File: src/design/h2r_pkg.sv
// shared types, constants and helper functions for the hsv to rgb converter
package h2r_pkg;

  localparam int unsigned LEVEL_W = 8;
  localparam logic [LEVEL_W-1:0] FULL_LEVEL = 8'hFF;

  // one input transaction
  typedef struct packed {
    logic signed [15:0] hue;
    logic [7:0]         saturation;
    logic [7:0]         brightness;
  } h2r_in_t;

  // one result transaction
  typedef struct packed {
    logic [15:0] red;
    logic [15:0] green;
    logic [15:0] blue;
  } h2r_out_t;

  // colour wheel sextants
  typedef enum logic [2:0] {
    SEXT_RED_YEL = 3'd0,
    SEXT_YEL_GRN = 3'd1,
    SEXT_GRN_CYN = 3'd2,
    SEXT_CYN_BLU = 3'd3,
    SEXT_BLU_MAG = 3'd4,
    SEXT_MAG_RED = 3'd5
  } h2r_sextant_t;

  // after hue reduction
  typedef struct packed {
    h2r_sextant_t       sextant;
    logic [LEVEL_W-1:0] ramp;
    logic [7:0]         saturation;
    logic [7:0]         brightness;
  } h2r_hue_t;

  // after desaturation
  typedef struct packed {
    logic [LEVEL_W-1:0] lvl_red;
    logic [LEVEL_W-1:0] lvl_green;
    logic [LEVEL_W-1:0] lvl_blue;
    logic [7:0]         brightness;
  } h2r_lvl_t;

  // floor(hue / 512) mod 3, from the top seven hue bits
  // offset by 66 (64 to make it unsigned, plus 2 to keep a multiple of 3), then reciprocal multiply by 171/512
  function automatic logic [1:0] hue_block_mod3(input logic [6:0] top_bits);
    logic [7:0]  t;
    logic [14:0] prod;
    logic [7:0]  q;
    logic [7:0]  rem;
    begin
      t    = {1'b0, ~top_bits[6], top_bits[5:0]} + 8'd2;
      prod = 15'(t) * 15'd171;
      q    = {2'b00, prod[14:9]};
      rem  = t - 8'(q * 8'd3);
      if (rem >= 8'd3) begin
        rem = rem - 8'd3;
      end
      hue_block_mod3 = rem[1:0];
    end
  endfunction

  // 255 - (((255 - level) * (sat + 1)) >> 8)
  function automatic logic [LEVEL_W-1:0] desaturate(input logic [LEVEL_W-1:0] level,
                                                     input logic [8:0] sat1);
    logic [16:0] prod;
    begin
      prod       = 17'(FULL_LEVEL - level) * 17'(sat1);
      desaturate = FULL_LEVEL - prod[15:8];
    end
  endfunction

endpackage

File: src/design/h2r_hue_stage.sv
// stage one: hue reduction modulo 1536 into sextant and ramp
module h2r_hue_stage import h2r_pkg::*; (
  input  logic     clk,
  input  logic     rst_n,
  input  logic     valid_in,
  input  h2r_in_t  data_in,
  input  logic     ready_dn,
  output logic     ready_up,
  output logic     valid_r,
  output h2r_hue_t data_r
);

  logic     valid_nxt;
  h2r_hue_t data_nxt;
  logic [1:0] blk;

  assign ready_up = !valid_r || ready_dn;

  always_comb begin
    blk                 = hue_block_mod3(data_in.hue[15:9]);
    data_nxt.sextant    = h2r_sextant_t'({blk, data_in.hue[8]});
    data_nxt.ramp       = data_in.hue[7:0];
    data_nxt.saturation = data_in.saturation;
    data_nxt.brightness = data_in.brightness;
    valid_nxt           = ready_up ? valid_in : valid_r;
  end

  always_ff @(posedge clk) begin
    if (!rst_n) begin
      valid_r <= 1'b0;
    end else begin
      valid_r <= valid_nxt;
    end
  end

  always_ff @(posedge clk) begin
    if (ready_up && valid_in) begin
      data_r <= data_nxt;
    end
  end

endmodule

File: src/design/h2r_sat_stage.sv
// stage two: sextant to channel levels, then desaturation
module h2r_sat_stage import h2r_pkg::*; (
  input  logic     clk,
  input  logic     rst_n,
  input  logic     valid_in,
  input  h2r_hue_t data_in,
  input  logic     ready_dn,
  output logic     ready_up,
  output logic     valid_r,
  output h2r_lvl_t data_r
);

  logic     valid_nxt;
  h2r_lvl_t data_nxt;
  logic [LEVEL_W-1:0] r_lvl;
  logic [LEVEL_W-1:0] g_lvl;
  logic [LEVEL_W-1:0] b_lvl;
  logic [LEVEL_W-1:0] fall;
  logic [8:0]         sat1;

  assign ready_up = !valid_r || ready_dn;

  always_comb begin
    fall = FULL_LEVEL - data_in.ramp;
    case (data_in.sextant)
      SEXT_RED_YEL: begin
        r_lvl = FULL_LEVEL;   g_lvl = data_in.ramp; b_lvl = '0;
      end
      SEXT_YEL_GRN: begin
        r_lvl = fall;         g_lvl = FULL_LEVEL;   b_lvl = '0;
      end
      SEXT_GRN_CYN: begin
        r_lvl = '0;           g_lvl = FULL_LEVEL;   b_lvl = data_in.ramp;
      end
      SEXT_CYN_BLU: begin
        r_lvl = '0;           g_lvl = fall;         b_lvl = FULL_LEVEL;
      end
      SEXT_BLU_MAG: begin
        r_lvl = data_in.ramp; g_lvl = '0;           b_lvl = FULL_LEVEL;
      end
      default: begin
        r_lvl = FULL_LEVEL;   g_lvl = '0;           b_lvl = fall;
      end
    endcase
    sat1                = {1'b0, data_in.saturation} + 9'd1;
    data_nxt.lvl_red    = desaturate(r_lvl, sat1);
    data_nxt.lvl_green  = desaturate(g_lvl, sat1);
    data_nxt.lvl_blue   = desaturate(b_lvl, sat1);
    data_nxt.brightness = data_in.brightness;
    valid_nxt           = ready_up ? valid_in : valid_r;
  end

  always_ff @(posedge clk) begin
    if (!rst_n) begin
      valid_r <= 1'b0;
    end else begin
      valid_r <= valid_nxt;
    end
  end

  always_ff @(posedge clk) begin
    if (ready_up && valid_in) begin
      data_r <= data_nxt;
    end
  end

endmodule

File: src/design/h2r_scale_stage.sv
// stage three: brightness scaling into the output register
module h2r_scale_stage import h2r_pkg::*; (
  input  logic     clk,
  input  logic     rst_n,
  input  logic     valid_in,
  input  h2r_lvl_t data_in,
  input  logic     stall_dn,
  output logic     ready_up,
  output logic     valid_r,
  output h2r_out_t data_r
);

  logic     valid_nxt;
  h2r_out_t data_nxt;
  logic [8:0]  val1;
  logic [16:0] p_red;
  logic [16:0] p_green;
  logic [16:0] p_blue;

  assign ready_up = !valid_r || !stall_dn;

  always_comb begin
    val1           = {1'b0, data_in.brightness} + 9'd1;
    p_red          = 17'(data_in.lvl_red) * 17'(val1);
    p_green        = 17'(data_in.lvl_green) * 17'(val1);
    p_blue         = 17'(data_in.lvl_blue) * 17'(val1);
    data_nxt.red   = p_red[15:0];
    data_nxt.green = p_green[15:0];
    data_nxt.blue  = p_blue[15:0];
    valid_nxt      = ready_up ? valid_in : valid_r;
  end

  always_ff @(posedge clk) begin
    if (!rst_n) begin
      valid_r <= 1'b0;
    end else begin
      valid_r <= valid_nxt;
    end
  end

  always_ff @(posedge clk) begin
    if (ready_up && valid_in) begin
      data_r <= data_nxt;
    end
  end

endmodule

File: src/design/hsv_to_rgb_converter_top.sv
// top level of the hsv to rgb converter: three-stage pipeline
// Converts one HSV colour per transaction into 16-bit red, green and blue. The
// signed hue wraps every 1536 units (six sextants of 256, negative hues wrap up),
// saturation 0..255 pulls each channel toward full scale and brightness + 1
// scales the result, so outputs run 0..65280. The pipeline takes one transaction
// every clock unless stalled, and a result passes through three register stages
// on its way to the outputs (the accepting edge loads the first):
// stage one reduces the hue, stage two picks the channel ramps and runs the
// three saturation multipliers, stage three runs the three brightness
// multipliers into the output register. Each stage has its own valid bit and
// accepts new data when it is empty or its successor takes its contents, so
// bubbles are squeezed out and in_stall only rises when all three stages are
// full and out_stall is high. Reset clears the valid bits; the data registers
// are not reset and there is nothing to configure.
module hsv_to_rgb_converter_top import h2r_pkg::*; (
  input  logic     clk,
  input  logic     rst_n,
  // input channel
  input  logic     in_valid,
  output logic     in_stall,
  input  h2r_in_t  in_data,
  // result channel
  output logic     out_valid,
  input  logic     out_stall,
  output h2r_out_t out_data
);

  // stage one to stage two
  logic     hue_valid;
  h2r_hue_t hue_data;
  logic     hue_ready;

  // stage two to stage three
  logic     lvl_valid;
  h2r_lvl_t lvl_data;

  logic     sat_ready;
  logic     scl_ready;

  // hue modulo 1536, sextant and ramp
  h2r_hue_stage u_hue (
    .clk      (clk),
    .rst_n    (rst_n),
    .valid_in (in_valid),
    .data_in  (in_data),
    .ready_dn (sat_ready),
    .ready_up (hue_ready),
    .valid_r  (hue_valid),
    .data_r   (hue_data)
  );

  // channel levels and desaturation
  h2r_sat_stage u_sat (
    .clk      (clk),
    .rst_n    (rst_n),
    .valid_in (hue_valid),
    .data_in  (hue_data),
    .ready_dn (scl_ready),
    .ready_up (sat_ready),
    .valid_r  (lvl_valid),
    .data_r   (lvl_data)
  );

  // brightness scaling, doubles as the output register
  h2r_scale_stage u_scale (
    .clk      (clk),
    .rst_n    (rst_n),
    .valid_in (lvl_valid),
    .data_in  (lvl_data),
    .stall_dn (out_stall),
    .ready_up (scl_ready),
    .valid_r  (out_valid),
    .data_r   (out_data)
  );

  // upstream sees a stall exactly when stage one is held
  assign in_stall  = !hue_ready;

endmodule

File: config.mk
export PLATFORM = sky130hd
export DESIGN_NAME = hsv_to_rgb_converter_top
export DESIGN_NICKNAME = d
export VERILOG_FILES = /design/src/design/h2r_pkg.sv /design/src/design/h2r_hue_stage.sv /design/src/design/h2r_sat_stage.sv /design/src/design/h2r_scale_stage.sv /design/src/design/hsv_to_rgb_converter_top.sv
export SDC_FILE = /design/constraint.sdc
export NUM_CORES = 1
export LEC_CHECK = 0
export ABC_AREA = 1
export BUFFER_PORTS_ARGS = -buffer_cell sky130_fd_sc_hd__buf_2
export CAP_MARGIN = 20
export CORE_ASPECT_RATIO = 0.8
export CORE_UTILIZATION = 40
export DETAILED_ROUTE_END_ITERATION = 6
export PLACE_DENSITY = 0.56
export SLEW_MARGIN = 0
export SYNTH_ARGS = -nofsm -noshare
export SYNTH_HDL_FRONTEND = slang
export SYNTH_HIERARCHICAL = 1
export SYNTH_SLANG_ARGS = --single-unit
File: constraint.sdc
create_clock -name clk -period 15.65 [get_ports clk]
set_input_delay 3.13 -clock clk [delete_from_list [all_inputs] [get_ports clk]]
set_output_delay 3.13 -clock clk [all_outputs]
set_load 0.01 [all_outputs]
==> results of run 1 <==
sequential cells by signal, summed over array words and instances (netlist names):
signal and count:
u_scale/data_r 48, u_sat/data_r 32, u_hue/data_r 27, u_hue/valid_r 1, u_sat/valid_r 1, u_scale/valid_r 1
per-layer routing:
layer | vias to the layer above | track usage (%) | share of wire (%)
met1 | 7369 | 28.1 | 50
met2 | 350 | 30.2 | 44
met4 | 0 | 3.55 | 1.1
met5 | - | 0 | 0
li1 | 7537 | - | -
met3 | 38 | 3.72 | 5.3
critical path, delay by kind of cell:
family | cells | cell delay [ns]
buffers and inverters | 4 | 0.32
adder cells (fa/ha/maj) | 9 | 3.11
AND/OR/NAND/NOR | 12 | 1.40
XOR/XNOR | 2 | 0.50
AO/OA/AOI/OAI | 2 | 0.31
through the flow:
step	hold WS, ns	cell area, um2
2_1_floorplan	0.400	19600
5_1_grt	0.433	21100
3_5_place_dp	0.407	20800
4_1_cts	0.424	21100
3_3_place_gp	0.405	20800
6_report	0.418	21100
final timing paths:
kind | startpoint | end | slack (ns)
setup / recovery | in_data[26] | u_hue/data_r[26] | 7.02
hold / removal | u_hue/data_r[1] | u_sat/data_r[1] | 0.42
setup reg to reg | u_hue/data_r[8] | u_sat/data_r[15] | 9.18
hold reg to reg | u_hue/data_r[1] | u_sat/data_r[1] | 0.42
cell type report:
| cell class | count | area (um2) |
|---|---|---|
| sequential | 110 | 3270 |
| clock buffer | 10 | 229 |
| tap | 629 | 787 |
| multi-input combinational | 1725 | 14200 |
| timing repair buffer | 94 | 493 |
| inverter | 557 | 2100 |
| fill | 4858 | 27300 |
| clock inverter | 6 | 67.6 |
cells in the final DEF (no fill, tap or decap), drive strengths merged, types with 3 or more instances in the layout:
master	netlist	layout
inv	556	558
nand2	476	476
nor2	380	380
ha	262	262
fa	261	261
edfxtp	107	107
buf	15	94
a21oi	82	82
nand3	81	81
xor2	41	41
xnor2	31	31
o21ai	26	26
o21bai	20	20
nand4	18	18
nor3	13	13
clkbuf	17	10
a21o	5	5
nand3b	4	4
clkinv	1	4
a21boi	3	3
dfxtp	3	3
a221oi	3	3
a211oi	3	3
or2	3	3
cells by family (layout without fill, tap and decap cells):
logic type | Yosys count | count (layout) | synth area share, %
flip-flops | 110 | 110 | 16.7
AO/OA/AOI/OAI | 149 | 149 | 4.57
buffers and inverters | 589 | 667 | 11.5
adder cells (fa/ha/maj) | 523 | 523 | 43.3
AND/OR/NAND/NOR | 981 | 981 | 20.7
XOR/XNOR | 72 | 72 | 3.29
==> metrics.csv, run 1 <==
stage,metric,value,unit
outcome,status,"finished, final reports clean",
final_layout,areaGrowthSynthToFinish,7.41,%
final_layout,post-route-util,43.6,%
clock_network,clockBufferDepth,2,
synthesis,syn-cell-area,0.0196,mm2
synthesis,synth-seq-cells,110,
routing,drtIter0Drc,849,
timing,rsz0062_at_grt,no,
routing,drc,0,
routing,vias_per_cell,4.88,
timing,finalHoldViolations,0,
timing,fmax,0.116,GHz
timing,setup_slack,7.02,ns
synthesis,ys_seq_area_share,16.7,%
final_layout,drive_above_1_share,7.15,%
clock_network,cts_made_buffers,9,
synthesis,synthArstFlopShare,0,%
placement,post-place-ws,6.58,ns
timing,drv_slew,0,
clock_network,post_cts_buffers,0,
synthesis,synthTopCellsByArea,"fa_1 (27%), ha_1 (17%), edfxtp_1 (16%), inv_1 (10%), nand2_1 (8.7%)",
timing,min_period_over_period,55.2,%
synthesis,synth_top_area_share,26.6,%
worst_setup_path,slowest_stage,fa_1,
clock_network,htreeDepth,3,
floorplan,num_io_pins,86,
routing,firstDrtPassIters,6,
routing,ant_nets,0,
synthesis,synth_most_common_cell,inv_1,
synthesis,ys_warn_count,6,
timing,slew_headroom,31.5,%
final_layout,final_cells,3131,
worst_hold_path,hold_depth,0,
floorplan,die_w,250,um
worst_setup_path,required,15.80,ns
routing,wl_per_cell,14.7,um
worst_setup_path,start_kind,primary input,
floorplan,die_h,200,um
global_route,grt_pass1_wl,78300,um
timing,worst_pin_slew,1.03,ns
clock_network,clock_sinks,110,
synthesis,synth_top_cells_by_count,"inv_1 (547), nand2_1 (458), nor2_1 (360)",
synthesis,dominantRegCellSynth,edfxtp_1,
worst_hold_path,hp-class,reg2reg,
worst_setup_path,cp.arrival,8.78,ns
clock_network,clkSlewWorstSetupHoldPaths,0.09,ns
worst_setup_path,crit_top_cell,nand2_1,
clock_network,cts_tree,built,
synthesis,synth_cells,2424,
placement,finalWeightedCongestion,0.895,
global_route,gr-total-overflow,0,
global_route,grt_max_degree,49,
worst_setup_path,crit_path_max_fanout,5,
worst_setup_path,endpoint_kind,flop,
run,cap_violations,0,
placement,dp.cells,3115,
routing,via_count,15300,
timing,finalSetupTns,0,ns
synthesis,synth-edff-count,107,
clock_network,insertion_delay,0.40,ns
worst_setup_path,rr_worst_depth,16,
final_layout,n_antenna_cell,0,
floorplan,num_rows,72,
global_route,antenna_found_initial,0,
timing,setup_viol,0,
placement,io_buffers,85,
synthesis,syn_nets,2983,
synthesis,synth_area_per_cell,8.11,um2
global_route,grt_pass1_vias,15500,
placement,dp_hpwl,37800,um
worst_setup_path,crit_path_max_incr_delay,0.51,ns
timing,min_period,8.63,ns
clock_network,root_buffer,clkbuf_16,
floorplan,start_util,40.6,%
routing,finalWirelength,46000,um
synthesis,yosysTopAreaCell,fa_1,
floorplan,core_area,0.0484,mm2
clock_network,cts_hold_buf,0,
floorplan,die-area,0.0500,mm2
worst_setup_path,worstSetupPathType,in2reg,
global_route,grt_usage,19.4,%
final_layout,fin_nets,3056,
timing,clock_skew,0.0213,ns
synthesis,synth_cell_types,51,
clock_network,ctsResizeCount,0,
Power of run 1 is left out: the tool's default activity adds up to more than one toggle a clock period on the data nets, which glitch-free logic cannot reach.
==> run 2: changes to the inputs <==
--- a/config.mk
+++ b/config.mk
@@ -11,7 +11,7 @@
 export CORE_ASPECT_RATIO = 0.8
 export CORE_UTILIZATION = 40
 export DETAILED_ROUTE_END_ITERATION = 6
-export PLACE_DENSITY = 0.56
+export PLACE_DENSITY = 0.58
 export SLEW_MARGIN = 0
 export SYNTH_ARGS = -nofsm -noshare
 export SYNTH_HDL_FRONTEND = slang
==> constraint.sdc (replaced) <==
create_clock -name clk -period 7.6 [get_ports clk]
set_input_delay 1.52 -clock clk [delete_from_list [all_inputs] [get_ports clk]]
set_output_delay 1.52 -clock clk [all_outputs]
set_load 0.01 [all_outputs]
==> run 2 against run 1 <==
First-iteration DRC count increased by 17%. Core utilization increased by 0.17 points. Via count increased by 0.57%. Critical path depth increased by 2. Die area unchanged. Register-to-register slack got worse by 7.7 ns. Design area increased by 0.39%. Sequential share of layout area decreased by 0.060 points. Critical endpoint unchanged. Global-route usage decreased by 0.34 points. Wire length decreased by 1.5%. Clock-buffer cell count decreased by 1.
==> metrics.csv, run 2 (synthesized netlist as in run 1, its figures left out) <==
stage,metric,value,unit
final_layout,postLayoutCellArea,0.0212,mm2
worst_setup_path,start_kind,primary input,
timing,setup_viol,0,
routing,drc,0,
routing,firstDrtPassIters,5,
clock_network,ctsResizeCount,0,
global_route,antenna_found_initial,1,
timing,fmax,0.145,GHz
timing,rsz0062_at_grt,no,
final_layout,fin_nets,3064,
run,cap_violations,0,
final_layout,largest_register_ffs,48,
worst_setup_path,crit_start,in_data[26],
routing,ant_nets,0,
placement,dp.cells,3122,
timing,worst_pin_slew,0.993,ns
worst_hold_path,hp-class,reg2reg,
placement,io_buffers,85,
final_layout,largest_register,u_scale/data_r,
final_layout,fillers,4786,
timing,worst_hold_slack,0.419,ns
worst_setup_path,crit_path_max_incr_delay,0.54,ns
floorplan,die-area,0.0500,mm2
worst_hold_path,hold_end,u_sat/data_r[1],
floorplan,start_util,40.6,%
outcome,status,"finished, final reports clean",
worst_setup_path,crit_top_cell,nand2_1,
timing,min_period,6.91,ns
clock_network,insertion_delay,0.40,ns
final_layout,final_cell_mix,"inv_1 (547), nand2_1 (458), nor2_1 (360), ha_1 (262), fa_1 (261)",
floorplan,num_io_pins,86,
floorplan,core_area,0.0484,mm2
worst_setup_path,r2r_start,u_hue/data_r[8],
timing,finalSetupTns,0,ns
clock_network,root_buffer,clkbuf_16,
global_route,grt_pass1_wl,76900,um
timing,finalHoldViolations,0,
clock_network,cts_tree,built,
timing,min_period_over_period,90.9,%
final_layout,n_antenna_cell,0,
routing,wl_per_cell,14.5,um
clock_network,cts_made_buffers,9,
clock_network,clock_sinks,110,
worst_setup_path,worstReg2RegEnd,u_sat/data_r[15],
worst_setup_path,r2r_setup_slack,1.48,ns
final_layout,final_cells,3139,
floorplan,num_rows,72,
worst_setup_path,cp.arrival,7.05,ns
timing,slew_headroom,33.6,%
worst_hold_path,hold_depth,0,
clock_network,clockBufferDepth,2,
timing,clock_skew,0.0143,ns
global_route,grt_usage,19.1,%
routing,drtIter0Drc,990,
worst_setup_path,worstSetupPathType,in2reg,
global_route,grt_pass1_vias,15500,
final_layout,drive_above_1_share,7.53,%
global_route,grt_max_degree,49,
final_layout,final_common_cell,inv_1,
floorplan,die_h,200,um
final_layout,reg_top3,"u_scale/data_r x48, u_sat/data_r x32, u_hue/data_r x27",
worst_setup_path,rr_worst_depth,22,
placement,finalWeightedCongestion,0.887,
worst_hold_path,worstHoldStart,u_hue/data_r[1],
clock_network,post_cts_buffers,0,
timing,drv_slew,0,
worst_setup_path,endpoint_kind,flop,
clock_network,clkSlewWorstSetupHoldPaths,0.08,ns
final_layout,areaGrowthSynthToFinish,7.83,%
global_route,gr-total-overflow,0,
worst_setup_path,required,7.74,ns
routing,vias_per_cell,4.90,
placement,placed_area,0.0209,mm2
clock_network,cts_hold_buf,0,
worst_setup_path,slowest_stage,fa_1,
floorplan,die_w,250,um
routing,via_count,15400,
worst_setup_path,crit_path_max_fanout,4,
placement,dp_hpwl,37400,um
clock_network,htreeDepth,3,
routing,finalWirelength,45400,um
[run 2: cell count changes in the layout (fill, tap and decap cells not counted), sizes merged]
cell / change
clkinvlp: +1
inv: +1
clkinv: -1
buf: +8
clkbuf: -1
[run 2: worst max-delay path: cells and delay by family]
kind                     cells  cell delay, ns
buffers and inverters        4            0.34
XOR/XNOR                     2            0.62
AO/OA/AOI/OAI                2            0.31
adder cells (fa/ha/maj)      7            2.94
AND/OR/NAND/NOR             16            1.31
[run 2: worst max-delay path by stage]
stage                  endpoint  slack [ns]
2_1_floorplan  u_hue/data_r[25]        0.91
3_3_place_gp   u_hue/data_r[26]        0.42
3_5_place_dp   u_hue/data_r[26]        0.28
4_1_cts        u_hue/data_r[26]        0.69
5_1_grt        u_hue/data_r[26]        0.30
6_report       u_hue/data_r[26]        0.69
[run 2: metrics by stage]
stage	util, %	setup WS (ns)
after CTS	43.8	0.686
final	43.8	0.690
after floorplan	-	0.908
after detailed placement	43.1	0.279
after global placement	43.1	0.425
after global routing	43.8	0.297
[run 2: cell type report]
class                   instances  area [um2]  area share (%)
inverters                     557        2100            9.89
multi-input cells            1725       14200            66.8
well taps                     629         787            3.71
clock buffers                   9         225            1.06
repair buffers                102         566            2.67
flip-flops and latches        110        3270            15.4
clock inverters                 7        81.3           0.384
[run 2: layer usage]
layer	GRT usage, %	wire (um)	share of wire, %
met1	27.8	22600	50
met2	29.6	19600	43
met3	3.16	2500	5.5
met4	3.95	618	1.4
met5	0	0	0
Power of run 2 is left out for the same reason.
==> run 3: changes to the inputs <==
--- a/config.mk
+++ b/config.mk
@@ -11,7 +11,7 @@
 export CORE_ASPECT_RATIO = 0.8
 export CORE_UTILIZATION = 40
 export DETAILED_ROUTE_END_ITERATION = 6
-export PLACE_DENSITY = 0.58
+export PLACE_DENSITY = 0.56
 export SLEW_MARGIN = 0
 export SYNTH_ARGS = -nofsm -noshare
 export SYNTH_HDL_FRONTEND = slang
==> constraint.sdc (replaced) <==
create_clock -name clk -period 6.8 [get_ports clk]
set_input_delay 1.36 -clock clk [delete_from_list [all_inputs] [get_ports clk]]
set_output_delay 1.36 -clock clk [all_outputs]
set_load 0.01 [all_outputs]
==> run 3 against run 2 <==
Wire length is 0.75% higher. Register-to-register slack worse by 0.41 ns. First-iteration DRC count is 2.4% lower. Sequential share of layout area is 0.15 points lower. Design area is 0.95% higher. Core utilization is 0.42 points higher. Final cell count is 0.76% higher. Non-clock buffer count is 24 higher. Via count hardly changed.
==> metrics.csv, run 3 (synthesized netlist as in run 1, its figures left out) <==
stage,metric,value,unit
final_layout,n_antenna_cell,0,
run,cap_violations,0,
floorplan,core_area,0.0484,mm2
routing,drtIter0Drc,966,
final_layout,largest_register_ffs,48,
global_route,grt_max_degree,49,
placement,dp_hpwl,37900,um
clock_network,cts_tree,built,
worst_hold_path,hold_depth,0,
worst_setup_path,crit_top_cell,nand2_1,
floorplan,num_rows,72,
routing,finalWirelength,45700,um
placement,finalWeightedCongestion,0.883,
worst_setup_path,required,6.94,ns
outcome,status,"finished, final reports clean",
routing,vias_per_cell,4.86,
clock_network,htreeDepth,3,
clock_network,clock_sinks,110,
clock_network,cts_hold_buf,0,
timing,rsz0062_at_grt,no,
global_route,antenna_found_initial,1,
routing,firstDrtPassIters,6,
final_layout,reg_top3,"u_scale/data_r x48, u_sat/data_r x32, u_hue/data_r x27",
worst_setup_path,crit_path_max_fanout,4,
global_route,grt_pass1_vias,15500,
timing,worst_pin_slew,1.05,ns
final_layout,fin_nets,3088,
worst_setup_path,start_kind,primary input,
floorplan,die-area,0.0500,mm2
timing,min_period,6.42,ns
floorplan,die_h,200,um
routing,highest_layer,met4,
final_layout,multi_input_comb_area,0.0142,mm2
clock_network,insertion_delay,0.40,ns
clock_network,root_buffer,clkbuf_16,
routing,wl_met3,2580,um
timing,slew_headroom,30.0,%
routing,ant_nets,0,
routing,via_count,15400,
worst_setup_path,crit_path_max_incr_delay,0.52,ns
placement,io_buffers,85,
global_route,grt_usage,19.1,%
timing,clock_skew,0.0177,ns
floorplan,die_w,250,um
final_layout,regArea,0.00327,mm2
global_route,gr-total-overflow,0,
floorplan,num_io_pins,86,
worst_setup_path,rr_worst_depth,20,
timing,finalHoldViolations,0,
global_route,grt_pass1_wl,77100,um
timing,setup_slack,0.381,ns
worst_hold_path,hp-class,reg2reg,
routing,wl_met2,19900,um
routing,drc,0,
clock_network,cts_made_buffers,9,
final_layout,final_cell_mix,"inv_1 (547), nand2_1 (458), nor2_1 (359), fa_1 (261), ha_1 (261)",
clock_network,clkSlewWorstSetupHoldPaths,0.09,ns
worst_setup_path,cp.arrival,6.56,ns
final_layout,areaGrowthSynthToFinish,8.86,%
final_layout,largest_register,u_scale/data_r,
timing,fmax,0.156,GHz
final_layout,drive_above_1_share,8.56,%
placement,post-place-ws,-0.178,ns
worst_setup_path,slowest_stage,fa_1,
worst_setup_path,endpoint_kind,flop,
worst_setup_path,worstSetupPathType,in2reg,
final_layout,final_common_cell,inv_1,
timing,min_period_over_period,94.4,%
clock_network,clockBufferDepth,2,
floorplan,start_util,40.6,%
routing,wl_met1,22600,um
timing,drv_slew,0,
timing,setup_viol,0,
routing,wl_per_cell,14.4,um
final_layout,fillers,4828,
run 3: layer usage:
layer / up-vias / global-route usage, %
met5: - / 0
met3: 45 / 3.85
met1: 7351 / 27.4
met2: 380 / 29.9
li1: 7601 / -
met4: 0 / 3.68
run 3: per-stage QoR:
step / TNS (ns) / instances / hold slack [ns] / instance area, um2 / utilization [%]
final: 0 / 3163 / 0.400 / 21400 / 44.2
after global routing: 0 / 3163 / 0.412 / 21400 / 44.2
after CTS: 0 / 3162 / 0.404 / 21300 / 44.1
after detailed placement: -0.350 / 3146 / 0.405 / 21000 / 43.5
after global placement: -0.0735 / 3146 / 0.404 / 21000 / 43.5
after floorplan: 0 / 2424 / 0.400 / 19600 / -
run 3: critical path, delay by kind of cell:
family          cells  cell delay, ns
xor+xnor            3            0.53
compound gates      3            0.51
simple gates       13            1.05
fa+ha+maj           7            2.68
buf+inv             5            0.46
run 3: worst paths after layout:
kind	from	endpoint	slack, ns
hold / removal	u_hue/data_r[0]	u_sat/data_r[0]	0.40
hold reg to reg	u_hue/data_r[0]	u_sat/data_r[0]	0.40
setup reg to reg	u_hue/data_r[24]	u_sat/data_r[31]	1.07
setup / recovery	in_data[26]	u_hue/data_r[25]	0.38
run 3: area by class of cell:
| cell class | count | area share [%] |
|---|---|---|
| sequential | 110 | 15.3 |
| clock buffer | 11 | 1.09 |
| timing repair buffer | 126 | 3.43 |
| multi-input combinational | 1725 | 66.4 |
| tap | 629 | 3.68 |
| inverter | 557 | 9.80 |
| clock inverter | 5 | 0.310 |
run 3: repair_timing:
item | 4_1_cts | 5_1_grt
buffers inserted | 0 | 1
endpoints found under the setup margin | 0 | 2
gates resized for setup | 0 | 7
Power of run 3 is left out for the same reason.
